**src/rtl/ttcc_pkg.sv**
```systemverilog
package ttcc_pkg;

    // configuration register indexes
    localparam logic [2:0] REG_CONTROL_MODE    = 3'd0;
    localparam logic [2:0] REG_DIR_SPEED_LIMIT = 3'd1;
    localparam logic [2:0] REG_DIR_SPEED_HYST  = 3'd2;
    localparam logic [2:0] REG_CUR_MAX         = 3'd3;
    localparam logic [2:0] REG_CUR_MIN         = 3'd4;
    localparam logic [2:0] REG_SS_ENABLE       = 3'd5;
    localparam logic [2:0] REG_SS_BRAKE        = 3'd6;

    // control modes
    localparam logic [1:0] MODE_CURRENT   = 2'd0;
    localparam logic [1:0] MODE_BRAKE_NEG = 2'd1;
    localparam logic [1:0] MODE_HYST_REV  = 2'd2;

    // command kinds
    localparam logic [1:0] KIND_NONE     = 2'd0;
    localparam logic [1:0] KIND_DRIVE    = 2'd1;
    localparam logic [1:0] KIND_BRAKE    = 2'd2;
    localparam logic [1:0] KIND_SS_BRAKE = 2'd3;

    // idle tracker stages
    localparam logic [1:0] IDLE_RUN     = 2'd0;
    localparam logic [1:0] IDLE_BRAKING = 2'd1;
    localparam logic [1:0] IDLE_REVERSE = 2'd2;

    // current clamp in milliamps
    localparam int CUR_LIMIT = 500000;

    typedef struct packed {
        logic [1:0]         mode;
        logic [17:0]        speed_limit;
        logic [15:0]        speed_hyst;
        logic [18:0]        cur_max;
        logic signed [19:0] cur_min;
        logic               ss_enable;
        logic [18:0]        ss_brake;
    } t_cfg;

    typedef struct packed {
        logic       brake_lock;
        logic [1:0] idle_stage;
    } t_m2_state;

    typedef struct packed {
        logic               brake;
        logic signed [19:0] cur;
        t_m2_state          m2_next;
    } t_decision;

endpackage

```
**src/rtl/ttcc_in_if.sv**
```systemverilog
interface ttcc_in_if;
    logic               valid;
    logic               ready;
    logic signed [15:0] throttle;
    logic signed [31:0] motor_speed;
    logic               fault_or_timeout;

    modport source (output valid, output throttle, output motor_speed,
                    output fault_or_timeout, input ready);
    modport sink (input valid, input throttle, input motor_speed,
                  input fault_or_timeout, output ready);
endinterface

```
**src/rtl/ttcc_out_if.sv**
```systemverilog
interface ttcc_out_if;
    logic               valid;
    logic               ready;
    logic [1:0]         command_kind;
    logic signed [19:0] current_ma;

    modport source (output valid, output command_kind, output current_ma, input ready);
    modport sink (input valid, input command_kind, input current_ma, output ready);
endinterface

```
**src/rtl/ttcc_core.sv**
```systemverilog
module ttcc_core (
    input  logic signed [15:0]  i_throttle,
    input  logic signed [31:0]  i_motor_speed,
    input  ttcc_pkg::t_cfg      i_cfg,
    input  ttcc_pkg::t_m2_state i_m2,
    output ttcc_pkg::t_decision o_dec
);
    import ttcc_pkg::*;

    logic signed [16:0] t_ext;
    logic signed [16:0] t_abs;
    logic signed [20:0] max_ext;
    logic signed [20:0] min_ext;
    logic signed [20:0] min_mag;
    logic signed [33:0] spd;
    logic signed [33:0] lim;
    logic signed [33:0] hyst;
    logic signed [33:0] lim_lo;
    logic signed [33:0] lim_hi;
    logic signed [33:0] lim_neg;
    logic               t_neg;
    logic               t_zero;
    logic               fb1;
    logic [1:0]         idle1;
    t_m2_state          m2_next;
    logic               brake;
    logic signed [16:0] mul_a;
    logic signed [20:0] mul_b;
    logic signed [37:0] prod;
    logic signed [37:0] prod_bias;
    logic signed [22:0] quot;
    logic signed [19:0] cur;

    // operand magnitudes
    assign t_ext   = {i_throttle[15], i_throttle};
    assign t_abs   = i_throttle[15] ? -t_ext : t_ext;
    assign t_neg   = i_throttle[15];
    assign t_zero  = (i_throttle == 16'sd0);
    assign max_ext = {2'b00, i_cfg.cur_max};
    assign min_ext = {i_cfg.cur_min[19], i_cfg.cur_min};
    assign min_mag = i_cfg.cur_min[19] ? -min_ext : min_ext;

    // speed thresholds
    assign spd     = {{2{i_motor_speed[31]}}, i_motor_speed};
    assign lim     = {16'd0, i_cfg.speed_limit};
    assign hyst    = {18'd0, i_cfg.speed_hyst};
    assign lim_lo  = lim - hyst;
    assign lim_hi  = lim + hyst;
    assign lim_neg = -lim;

    // speed hysteresis on the brake-lock flag
    always_comb begin
        fb1   = i_m2.brake_lock;
        idle1 = i_m2.idle_stage;
        if (i_m2.brake_lock) begin
            if (spd < lim_lo) begin
                fb1   = 1'b0;
                idle1 = IDLE_RUN;
            end
        end else begin
            if (spd > lim_hi) begin
                fb1   = 1'b1;
                idle1 = IDLE_RUN;
            end
        end
    end

    // mode decision and multiplier operand selection
    always_comb begin
        m2_next.brake_lock = fb1;
        m2_next.idle_stage = idle1;
        brake              = 1'b0;
        mul_a              = t_ext;
        mul_b              = max_ext;
        case (i_cfg.mode)
            MODE_CURRENT: begin
                if ((!t_neg && spd > 34'sd0) || (t_neg && spd < 34'sd0)) begin
                    mul_b = max_ext;
                end else begin
                    mul_b = min_mag;
                end
            end
            MODE_BRAKE_NEG: begin
                brake = t_neg;
                if (!t_neg && spd > 34'sd0) begin
                    mul_b = max_ext;
                end else begin
                    mul_a = t_abs;
                    mul_b = min_mag;
                end
            end
            MODE_HYST_REV: begin
                if (!t_neg) begin
                    if (t_zero) begin
                        if (idle1 == IDLE_BRAKING && !fb1) begin
                            m2_next.idle_stage = IDLE_REVERSE;
                        end
                    end else if (spd > lim_neg) begin
                        m2_next.idle_stage = IDLE_RUN;
                    end
                    mul_b = max_ext;
                end else begin
                    if (fb1) begin
                        brake = 1'b1;
                    end else if (spd > lim_neg) begin
                        if (idle1 != IDLE_REVERSE) begin
                            m2_next.idle_stage = IDLE_BRAKING;
                            brake              = 1'b1;
                        end
                    end else begin
                        if (idle1 == IDLE_BRAKING) begin
                            brake = 1'b1;
                        end else begin
                            m2_next.idle_stage = IDLE_REVERSE;
                        end
                    end
                    mul_a = brake ? t_abs : t_ext;
                    mul_b = min_mag;
                end
            end
            default: begin
                brake = 1'b0;
            end
        endcase
    end

    // scale by limit, Q1.15, rounded toward zero, then clamp
    assign prod      = mul_a * mul_b;
    assign prod_bias = prod + (prod[37] ? 38'sd32767 : 38'sd0);
    assign quot      = prod_bias[37:15];

    always_comb begin
        if (quot > 23'(CUR_LIMIT)) begin
            cur = 20'(CUR_LIMIT);
        end else if (quot < -23'(CUR_LIMIT)) begin
            cur = -20'(CUR_LIMIT);
        end else begin
            cur = quot[19:0];
        end
    end

    assign o_dec.brake   = brake;
    assign o_dec.cur     = cur;
    assign o_dec.m2_next = m2_next;

endmodule

```
**src/rtl/throttle_to_current_command_top.sv**
```systemverilog
// Throttle to motor current command, one command per control tick.
// Input channel i_in carries a Q1.15 throttle, the signed motor speed in
// electrical rpm and a fault/timeout flag; output channel o_out carries the
// command kind (none, drive, brake, safe-start brake) and the current in mA.
// Both channels use a valid/ready handshake; a beat moves on valid && ready.
// Configuration is written through i_cfg_we / i_cfg_index / i_cfg_data; the
// user must write it only while the block is idle, which the block does not
// enforce; any write to a defined register restarts safe start. The result
// of a beat in the input register enters the output register when that is
// empty or being taken. Throughput: one beat per cycle unless o_out stalls;
// a single 17x21 multiply and compares lie between input and output registers.
// When o_out is stalled the output register holds its result, the input
// register may still take one more beat, and i_in.ready then drops until the
// output is taken.
// Reset (i_rst_n low, synchronous) loads the register defaults, forces the
// brake flag, clears the idle tracker and the safe-start counters and empties
// both pipeline registers.
module throttle_to_current_command_top #(
    parameter int SAFE_START_TICKS = 50,
    parameter int ZERO_BAND        = 33
) (
    input  logic        i_clk,
    input  logic        i_rst_n,
    input  logic        i_cfg_we,
    input  logic [2:0]  i_cfg_index,
    input  logic [19:0] i_cfg_data,
    ttcc_in_if.sink     i_in,
    ttcc_out_if.source  o_out
);
    import ttcc_pkg::*;

    localparam int CntW = $clog2(SAFE_START_TICKS + 1);

    t_cfg               r_cfg;
    t_m2_state          r_m2;
    t_m2_state          n_m2;
    logic [CntW-1:0]    r_cnt;
    logic [CntW-1:0]    n_cnt;
    logic [CntW-1:0]    r_cnt_prev;
    logic [CntW-1:0]    n_cnt_prev;
    logic [CntW-1:0]    cnt_inc;
    logic               r_in_valid;
    logic signed [15:0] r_throttle;
    logic signed [31:0] r_speed;
    logic               r_fault;
    logic               r_out_valid;
    logic [1:0]         r_out_kind;
    logic [1:0]         n_out_kind;
    logic signed [19:0] r_out_cur;
    logic signed [19:0] n_out_cur;
    logic               advance;
    logic               cfg_hit;
    logic signed [16:0] t_ext;
    logic signed [16:0] t_abs;
    logic               zero_tick;
    logic signed [19:0] ss_cur;
    t_decision          dec;

    // handshake
    assign advance     = r_in_valid && (!r_out_valid || o_out.ready);
    assign i_in.ready  = !r_in_valid || advance;
    assign o_out.valid = r_out_valid;
    assign o_out.command_kind = r_out_kind;
    assign o_out.current_ma   = r_out_cur;

    // configuration registers
    always_ff @(posedge i_clk) begin
        if (!i_rst_n) begin
            r_cfg.mode        <= MODE_CURRENT;
            r_cfg.speed_limit <= 18'd2500;
            r_cfg.speed_hyst  <= 16'd500;
            r_cfg.cur_max     <= 19'd60000;
            r_cfg.cur_min     <= -20'sd60000;
            r_cfg.ss_enable   <= 1'b1;
            r_cfg.ss_brake    <= 19'd3000;
        end else if (i_cfg_we) begin
            case (i_cfg_index)
                REG_CONTROL_MODE:    r_cfg.mode        <= i_cfg_data[1:0];
                REG_DIR_SPEED_LIMIT: r_cfg.speed_limit <= i_cfg_data[17:0];
                REG_DIR_SPEED_HYST:  r_cfg.speed_hyst  <= i_cfg_data[15:0];
                REG_CUR_MAX:         r_cfg.cur_max     <= i_cfg_data[18:0];
                REG_CUR_MIN:         r_cfg.cur_min     <= i_cfg_data;
                REG_SS_ENABLE:       r_cfg.ss_enable   <= i_cfg_data[0];
                REG_SS_BRAKE:        r_cfg.ss_brake    <= i_cfg_data[18:0];
                default:             r_cfg             <= r_cfg;
            endcase
        end
    end

    assign cfg_hit = i_cfg_we && (i_cfg_index <= REG_SS_BRAKE);

    // input register
    always_ff @(posedge i_clk) begin
        if (!i_rst_n) begin
            r_in_valid <= 1'b0;
        end else if (i_in.ready) begin
            r_in_valid <= i_in.valid;
        end
    end

    always_ff @(posedge i_clk) begin
        if (i_in.valid && i_in.ready) begin
            r_throttle <= i_in.throttle;
            r_speed    <= i_in.motor_speed;
            r_fault    <= i_in.fault_or_timeout;
        end
    end

    ttcc_core u_core (
        .i_throttle    (r_throttle),
        .i_motor_speed (r_speed),
        .i_cfg         (r_cfg),
        .i_m2          (r_m2),
        .o_dec         (dec)
    );

    // zero-throttle detect and safe-start brake clamp
    assign t_ext     = {r_throttle[15], r_throttle};
    assign t_abs     = r_throttle[15] ? -t_ext : t_ext;
    assign zero_tick = (t_abs < 17'(ZERO_BAND));
    assign cnt_inc   = (zero_tick && (r_cnt < CntW'(SAFE_START_TICKS))) ?
                       r_cnt + CntW'(1) : r_cnt;
    assign ss_cur    = ({1'b0, r_cfg.ss_brake} > 20'(CUR_LIMIT)) ?
                       20'(CUR_LIMIT) : {1'b0, r_cfg.ss_brake};

    // command selection, safe start and state update
    always_comb begin
        n_out_kind = KIND_NONE;
        n_out_cur  = 20'sd0;
        n_cnt      = r_cnt;
        n_cnt_prev = r_cnt_prev;
        n_m2       = r_m2;
        if (r_fault) begin
            n_cnt = '0;
        end else if (r_cfg.mode <= MODE_HYST_REV) begin
            if (r_cfg.mode == MODE_HYST_REV) begin
                n_m2 = dec.m2_next;
            end
            if ((cnt_inc < CntW'(SAFE_START_TICKS)) && r_cfg.ss_enable) begin
                n_cnt      = (cnt_inc == r_cnt_prev) ? '0 : cnt_inc;
                n_cnt_prev = n_cnt;
                n_out_kind = KIND_SS_BRAKE;
                n_out_cur  = ss_cur;
            end else begin
                n_cnt      = cnt_inc;
                n_out_kind = dec.brake ? KIND_BRAKE : KIND_DRIVE;
                n_out_cur  = dec.cur;
            end
        end
    end

    // tick state
    always_ff @(posedge i_clk) begin
        if (!i_rst_n) begin
            r_m2.brake_lock <= 1'b1;
            r_m2.idle_stage <= IDLE_RUN;
            r_cnt           <= '0;
            r_cnt_prev      <= '0;
        end else if (cfg_hit) begin
            r_cnt <= '0;
        end else if (advance) begin
            r_m2       <= n_m2;
            r_cnt      <= n_cnt;
            r_cnt_prev <= n_cnt_prev;
        end
    end

    // output register
    always_ff @(posedge i_clk) begin
        if (!i_rst_n) begin
            r_out_valid <= 1'b0;
        end else if (advance) begin
            r_out_valid <= 1'b1;
        end else if (o_out.ready) begin
            r_out_valid <= 1'b0;
        end
    end

    always_ff @(posedge i_clk) begin
        if (advance) begin
            r_out_kind <= n_out_kind;
            r_out_cur  <= n_out_cur;
        end
    end

endmodule

```
**src/flat_wrapper.sv**
```systemverilog
// flat-port wrapper written by rule: the top's interface ports become plain ports
module throttle_to_current_command_top_flat import ttcc_pkg::*;
#(
    parameter int SAFE_START_TICKS = 50,
    parameter int ZERO_BAND        = 33
)
  (i_clk, i_rst_n, i_cfg_we, i_cfg_index, i_cfg_data, i_in_valid, i_in_throttle, i_in_motor_speed, i_in_fault_or_timeout, i_in_ready, o_out_valid, o_out_command_kind, o_out_current_ma, o_out_ready);
  ttcc_in_if i_in_i ();
  ttcc_out_if o_out_i ();
  input  logic i_clk;
  input  logic i_rst_n;
  input  logic i_cfg_we;
  input  logic [2:0] i_cfg_index;
  input  logic [19:0] i_cfg_data;
  input wire logic [$bits(i_in_i.valid)-1:0] i_in_valid;
  input wire logic [$bits(i_in_i.throttle)-1:0] i_in_throttle;
  input wire logic [$bits(i_in_i.motor_speed)-1:0] i_in_motor_speed;
  input wire logic [$bits(i_in_i.fault_or_timeout)-1:0] i_in_fault_or_timeout;
  output wire logic [$bits(i_in_i.ready)-1:0] i_in_ready;
  output wire logic [$bits(o_out_i.valid)-1:0] o_out_valid;
  output wire logic [$bits(o_out_i.command_kind)-1:0] o_out_command_kind;
  output wire logic [$bits(o_out_i.current_ma)-1:0] o_out_current_ma;
  input wire logic [$bits(o_out_i.ready)-1:0] o_out_ready;
  assign i_in_i.valid = i_in_valid;
  assign i_in_i.throttle = i_in_throttle;
  assign i_in_i.motor_speed = i_in_motor_speed;
  assign i_in_i.fault_or_timeout = i_in_fault_or_timeout;
  assign i_in_ready = i_in_i.ready;
  assign o_out_valid = o_out_i.valid;
  assign o_out_command_kind = o_out_i.command_kind;
  assign o_out_current_ma = o_out_i.current_ma;
  assign o_out_i.ready = o_out_ready;
  throttle_to_current_command_top #(.SAFE_START_TICKS(SAFE_START_TICKS), .ZERO_BAND(ZERO_BAND)) u_core (.i_clk(i_clk), .i_rst_n(i_rst_n), .i_cfg_we(i_cfg_we), .i_cfg_index(i_cfg_index), .i_cfg_data(i_cfg_data), .i_in(i_in_i), .o_out(o_out_i));
endmodule
```
**config.mk**
```make
export PLATFORM = sky130hd
export DESIGN_NAME = throttle_to_current_command_top_flat
export DESIGN_NICKNAME = d
export VERILOG_FILES = /design/src/rtl/ttcc_pkg.sv /design/src/rtl/ttcc_in_if.sv /design/src/rtl/ttcc_out_if.sv /design/src/rtl/ttcc_core.sv /design/src/rtl/throttle_to_current_command_top.sv /design/src/flat_wrapper.sv
export SDC_FILE = /design/constraint.sdc
export NUM_CORES = 1
export LEC_CHECK = 0
export BUFFER_PORTS_ARGS = -buffer_cell sky130_fd_sc_hd__buf_4
export CAP_MARGIN = 10
export CORE_MARGIN = 5
export CORE_UTILIZATION = 60
export CTS_BUF_LIST = sky130_fd_sc_hd__clkbuf_4
export DETAILED_ROUTE_END_ITERATION = 10
export PLACE_DENSITY = 0.75
export SLEW_MARGIN = 40
export SYNTH_ARGS = -nofsm -noshare
export SYNTH_HDL_FRONTEND = slang
export SYNTH_SLANG_ARGS = --single-unit
```
**constraint.sdc**
```tcl
create_clock -name i_clk -period 18.1 [get_ports i_clk]
set_clock_uncertainty 0.1 [all_clocks]
set_input_delay 3.62 -clock i_clk [delete_from_list [all_inputs] [get_ports i_clk]]
set_output_delay 3.62 -clock i_clk [all_outputs]
set_load 0.005 [all_outputs]
```
==> impl_metrics.env, run 1 <==
export IMPL_start_util=0.609
export IMPL_path_class="reg2reg"
export IMPL_fin_setup_tns_ns=0
export IMPL_ios=101
export IMPL_worst_slack_ns=1.21
export IMPL_core_area_um2=43300
export IMPL_status="finished clean"
export IMPL_wire_per_inst_um=21.1
export IMPL_track_usage=0.332
export IMPL_cp_start_kind="register"
export IMPL_port_buffer_count=100
export IMPL_drcViolationCount=0
export IMPL_setup_viol=0
export IMPL_dp_slack_ns=1.27
export IMPL_grt_pass1_vias=22881
export IMPL_max_slew_worst_pin_slew_ns=0.881
export IMPL_clockBufferDepth=2
export IMPL_clockRootBuffer="clkbuf_4"
export IMPL_rows=76
export IMPL_postCtsSetupBuffers=0
export IMPL_worstHoldPathType="reg2reg"
export IMPL_post_route_util=0.652
export IMPL_grt_overflow_total=0
export IMPL_fp_dieH_um=220
export IMPL_grt_first_pass_wirelength_um=125000
export IMPL_cts_hold_buf=0
export IMPL_syn2layout_area_growth_pct=6.92
export IMPL_endpoint_kind="register"
export IMPL_synth_seq_area_share=0.166
export IMPL_ys_warn_count=0
export IMPL_htree_num_levels=4
export IMPL_fin_crit_ns=16.89
export IMPL_first_iter_violations=2179
export IMPL_synth_area_per_cell_um2=8.60
export IMPL_place_congestion=0.974
export IMPL_nFillCells=3643
export IMPL_cts_resized=0
export IMPL_ys_top_cells_by_area="fa_1 27%, ha_1 10%, dfxtp_1 8.5%"
export IMPL_grt_start_max_net_pins=108
export IMPL_drtPass1Iterations=7
export IMPL_synth_cells=3064
export IMPL_wirelength_um=78700
export IMPL_synth_top_area_frac=0.273
export IMPL_fp_dieW_um=220
export IMPL_post_dp_cell_area_um2=27800
export IMPL_cpMostUsedCell="a21oi_1"
export IMPL_synth_edf_count=71
export IMPL_cp_top_family="compound AO/OA/AOI/OAI gates"
export IMPL_syn_area_um2=26400
export IMPL_worstPathRequired_ns=18.42
export IMPL_ys_flop_type="dfxtp_1"
export IMPL_cts_inserted_buffers=17
export IMPL_drive_above_1_share=0.0743
export IMPL_clk_pin_slew_worst_paths_ns=0.20
export IMPL_synth_cell_types=94
export IMPL_cts_tree="done"
export IMPL_detail_route_antenna_nets=0
export IMPL_layout_nets=3781
export IMPL_cts_num_sinks=183
export IMPL_yosysMostFrequentCell="nand2_1"
export IMPL_die_area_um2=48200
export IMPL_crit_buf_inv=8
export IMPL_fmax_mhz=59.2
export IMPL_arrival_ns=17.22
export IMPL_hpwl_um=63800
export IMPL_ys_ff_latch=183
export IMPL_hold_violations=0
export IMPL_antenna_found_initial=1
export IMPL_final_area_um2=28200
export IMPL_ys_top_cells_by_count="457 x nand2_1, 451 x inv_1, 359 x fa_1"
export IMPL_synthArstFlopShare=0
export IMPL_slowest_stage="a32o_1"
export IMPL_rsz0062_at_grt="no"
export IMPL_maxCapViolations=0
export IMPL_crit_path_max_incr_delay_ns=0.77
export IMPL_vias_per_cell=6.05
export IMPL_max_slew_margin=0.413
export IMPL_cp_max_fo=15
export IMPL_period_share=0.933
export IMPL_worstSkewPairLatency_ns=0.64
export IMPL_vias=22542
export IMPL_drv_slew=0
export IMPL_yosysTopAreaCell="fa_1"
==> per-stage QoR <==
step | hold WS [ns] | instances
floorplan | 0.341 | 3094
global placement | 0.352 | 3683
detailed placement | 0.355 | 3689
CTS | 0.382 | 3721
global route | 0.408 | 3722
finish | 0.380 | 3724
==> path summary, 6_finish.rpt <==
path                                       from  slack [ns]                                        to  depth (start not counted)
setup / recovery  u_core.r_cfg[75]$_SDFFE_PN0P_        1.21  u_core.o_out.current_ma[1]$_SDFFCE_PP0P_                         60
hold / removal    u_core.r_cfg[41]$_SDFFE_PN0P_        0.38             u_core.r_cfg[41]$_SDFFE_PN0P_                          2
setup reg to reg  u_core.r_cfg[75]$_SDFFE_PN0P_        1.21  u_core.o_out.current_ma[1]$_SDFFCE_PP0P_                         60
hold reg to reg   u_core.r_cfg[41]$_SDFFE_PN0P_        0.38             u_core.r_cfg[41]$_SDFFE_PN0P_                          2
==> final cells by class <==
class                      instances  area (um2)  share of cell area
multi-input combinational       2347       20100               0.713
sequential                       183        4380               0.155
inverter                         452        1700              0.0602
timing repair buffer             123         915              0.0324
tap                              585         732              0.0260
clock inverter                    15         224             0.00795
clock buffer                      17         128             0.00453
antenna                            2        5.00            0.000178
==> cell families (layout without fill, tap and decap cells) <==
group,after synthesis,count (layout),share of synthesized area
muxes,14,14,0.00546
adders and majority gates,581,581,0.378
xor gates and xnor gates,132,132,0.0446
other,2,34,0.000285
AOI/OAI and AO/OA,542,542,0.143
DFF,183,183,0.166
and+or+nand+nor,1046,1046,0.182
buffers and inverters,564,607,0.0811
==> worst min-delay path, stage by stage, from the launching register on <==
cell and delay [ns]:
dfxtp_1 0.34, nand2_1 0.05, a21boi_0 0.06
==> per-layer routing <==
metal / track usage / share of wire
met5: 0 / 0
met4: 0.100 / 0.035
met3: 0.0639 / 0.097
met2: 0.539 / 0.46
met1: 0.456 / 0.41
==> state kept, by name (all words and copies together) (netlist names) <==
signal	flops
u_core.r_cnt	6
u_core.r_throttle	16
u_core.o_out.current_ma	20
u_core.r_fault	1
u_core.r_cnt_prev	6
u_core.r_in_valid	1
u_core.r_m2	3
u_core.r_cfg	95
u_core.o_out.valid	1
u_core.r_speed	32
u_core.o_out.command_kind	2
==> layout by cell type, fill, tap and decap left out, types with 22 or more instances in the layout <==
master    synthesis  layout
a22oi_1          28      25
o211ai_1         22      22
inv_1           451     451
xor2_1           48      48
buf_4             0     117
a21boi_0         61      61
o21a_1           23      23
nand4_1          32      32
ha_1            221     221
edfxtp_1         71      71
nor4_1           32      30
nand2b_1         27      27
nand3_1          57      57
nor3_1           41      39
xnor2_1          83      81
nor2_1          249     246
o21ai_0          76      76
conb_1            2      32
nor2b_1          38      37
a21o_1           57      57
a21oi_1         115     112
nand2_1         457     456
fa_1            359     359
dfxtp_1         112     111
Power of run 1 is left out: the tool's default activity adds up to more than one toggle a clock period on the data nets, which glitch-free logic cannot reach.
==> run 2, diff against run 1 <==
--- a/config.mk
+++ b/config.mk
@@ -11,7 +11,7 @@
 export CORE_UTILIZATION = 60
 export CTS_BUF_LIST = sky130_fd_sc_hd__clkbuf_4
 export DETAILED_ROUTE_END_ITERATION = 10
-export PLACE_DENSITY = 0.75
+export PLACE_DENSITY = 0.78
 export SLEW_MARGIN = 40
 export SYNTH_ARGS = -nofsm -noshare
 export SYNTH_HDL_FRONTEND = slang
==> constraint.sdc (replaced) <==
create_clock -name i_clk -period 15.4 [get_ports i_clk]
set_clock_uncertainty 0.1 [all_clocks]
set_input_delay 3.08 -clock i_clk [delete_from_list [all_inputs] [get_ports i_clk]]
set_output_delay 3.08 -clock i_clk [all_outputs]
set_load 0.005 [all_outputs]
==> run 2 against run 1 <==
Die area stayed put. Worst setup slack got worse by 0.33 ns. Count of clock-buffer cells in the layout unchanged. Utilization is 1.5 points higher. Fmax grew 16%. Via count up 0.90%. Critical path depth fell by 1. Wire length shrank 2.4%. Sequential cell count is the same.
==> impl_metrics.env, run 2 (synthesis results as in run 1) <==
export IMPL_status="finished clean"
export IMPL_min_path_cells=2
export IMPL_fin_crit_ns=14.52
export IMPL_cts_inserted_buffers=17
export IMPL_cpMostUsedCell="o21ai_0"
export IMPL_core_area_um2=43300
export IMPL_drv_slew=0
export IMPL_seq_area_um2=4380
export IMPL_crit_buf_inv=9
export IMPL_final_common_cell="nand2_1"
export IMPL_period_share=0.943
export IMPL_multi_input_area_um2=20300
export IMPL_hpwl_um=62800
export IMPL_top_layer="met4"
export IMPL_port_buffer_count=100
export IMPL_cts_tree="done"
export IMPL_r2r_start="u_core.r_cfg[60]$_SDFFE_PN0P_"
export IMPL_worstPathRequired_ns=15.78
export IMPL_worstSkewPairLatency_ns=0.65
export IMPL_grt_first_pass_wirelength_um=123000
export IMPL_top_register="u_core.r_cfg"
export IMPL_grt_overflow_total=0
export IMPL_slowest_stage="fa_1"
export IMPL_wire_per_inst_um=20.3
export IMPL_hold_violations=0
export IMPL_grt_pass1_vias=23196
export IMPL_grt_start_max_net_pins=108
export IMPL_endpoint_kind="register"
export IMPL_start_util=0.609
export IMPL_max_slew_worst_pin_slew_ns=0.960
export IMPL_rows=76
export IMPL_wl_met2_um=35600
export IMPL_rr_endpoint="u_core.o_out.current_ma[1]$_SDFFCE_PP0P_"
export IMPL_post_route_util=0.666
export IMPL_nFillCells=3607
export IMPL_fmax_mhz=68.9
export IMPL_place_congestion=0.980
export IMPL_cp_top_family="compound AO/OA/AOI/OAI gates"
export IMPL_crit_path_max_incr_delay_ns=0.57
export IMPL_track_usage=0.323
export IMPL_min_delay_start="u_core.r_cfg[57]$_SDFFE_PN0P_"
export IMPL_n_antenna_cell=0
export IMPL_cts_hold_buf=0
export IMPL_startpoint="u_core.r_cfg[60]$_SDFFE_PN0P_"
export IMPL_antenna_found_initial=1
export IMPL_fp_dieW_um=220
export IMPL_drive_above_1_share=0.0997
export IMPL_drcViolationCount=0
export IMPL_detail_route_antenna_nets=0
export IMPL_cts_num_sinks=183
export IMPL_cp_max_fo=9
export IMPL_vias_per_cell=6.03
export IMPL_wirelength_um=76700
export IMPL_path_class="reg2reg"
export IMPL_worstHoldPathType="reg2reg"
export IMPL_holdWs_ns=0.381
export IMPL_arrival_ns=14.90
export IMPL_largest_reg_flops=95
export IMPL_layout_nets=3834
export IMPL_r2r_cells=59
export IMPL_drtPass1Iterations=6
export IMPL_htree_num_levels=4
export IMPL_syn2layout_area_growth_pct=9.32
export IMPL_vias=22745
export IMPL_most_common_layout_cells="455 x nand2_1, 451 x inv_1, 359 x fa_1"
export IMPL_clockBufferDepth=2
export IMPL_wl_met1_um=31000
export IMPL_ff2ff_setup_slack_ns=0.88
export IMPL_ios=101
export IMPL_maxCapViolations=0
export IMPL_cp_start_kind="register"
export IMPL_setup_viol=0
export IMPL_clk_pin_slew_worst_paths_ns=0.18
export IMPL_die_area_um2=48200
export IMPL_clockRootBuffer="clkbuf_4"
export IMPL_hold_path_end="u_core.r_cfg[57]$_SDFFE_PN0P_"
export IMPL_wl_met3_um=7420
export IMPL_max_slew_margin=0.356
export IMPL_first_iter_violations=1975
export IMPL_fp_dieH_um=220
==> run 2: changes by cell type in the layout (fill, tap and decap cells not counted), sizes merged <==
cell | previous run | this run
buf | 123 | 175
clkinv | 7 | 4
clkinvlp | 0 | 2
diode | 2 | 0
inv | 458 | 459
or3 | 21 | 22
==> run 2: worst max path at each step <==
stage	to	slack [ns]	cells past startpoint
after floorplan	u_core.o_out.current_ma[5]$_SDFFCE_PP0P_	1.47	59
after global placement	u_core.o_out.current_ma[10]$_SDFFCE_PP0P_	0.21	59
after detailed placement	u_core.o_out.current_ma[1]$_SDFFCE_PP0P_	-0.13	60
after CTS	u_core.o_out.current_ma[1]$_SDFFCE_PP0P_	0.06	61
after global routing	u_core.o_out.current_ma[1]$_SDFFCE_PP0P_	-0.10	61
final	u_core.o_out.current_ma[1]$_SDFFCE_PP0P_	0.88	59
==> run 2: timing repair <==
action,in CTS,in global routing
setup buffers,1,14
resized for setup,7,57
setup endpoints to repair,20,20
endpoints found under the hold margin,0,0
pin swaps,1,21
gates cloned,0,1
==> run 2: metal layers <==
layer  GRT usage  up-vias
met2       0.523     1075
met5           0        -
met4       0.100        0
li1            -    10320
met1       0.438    11155
met3      0.0719      195
==> run 2: final cells by class <==
cell class                      count  area share
Inverter                          452      0.0589
Sequential cell                   183       0.152
Clock buffer                       17     0.00443
Timing Repair Buffer              175      0.0466
Clock inverter                     15     0.00690
Multi-Input combinational cell   2348       0.706
Tap cell                          585      0.0254
==> run 2: tightest hold or removal path, delay by kind of cell, from the launching register on <==
| kind | cells | cell delay, ns |
|---|---|---|
| AND/OR/NAND/NOR | 1 | 0.05 |
| AO/OA/AOI/OAI | 1 | 0.06 |
| flip-flops | 1 | 0.35 |
==> run 2: per-stage QoR <==
step                TNS [ns]  setup slack (ns)  area [um2]  std cells
finish                     0             0.879       28800       3775
floorplan                  0              1.47       26500       3094
CTS                        0            0.0643       28400       3759
detailed placement     -1.06            -0.134       28100       3726
global placement           0             0.205       28000       3722
global route          -0.811            -0.103       28800       3775
Power of run 2 is left out for the same reason.
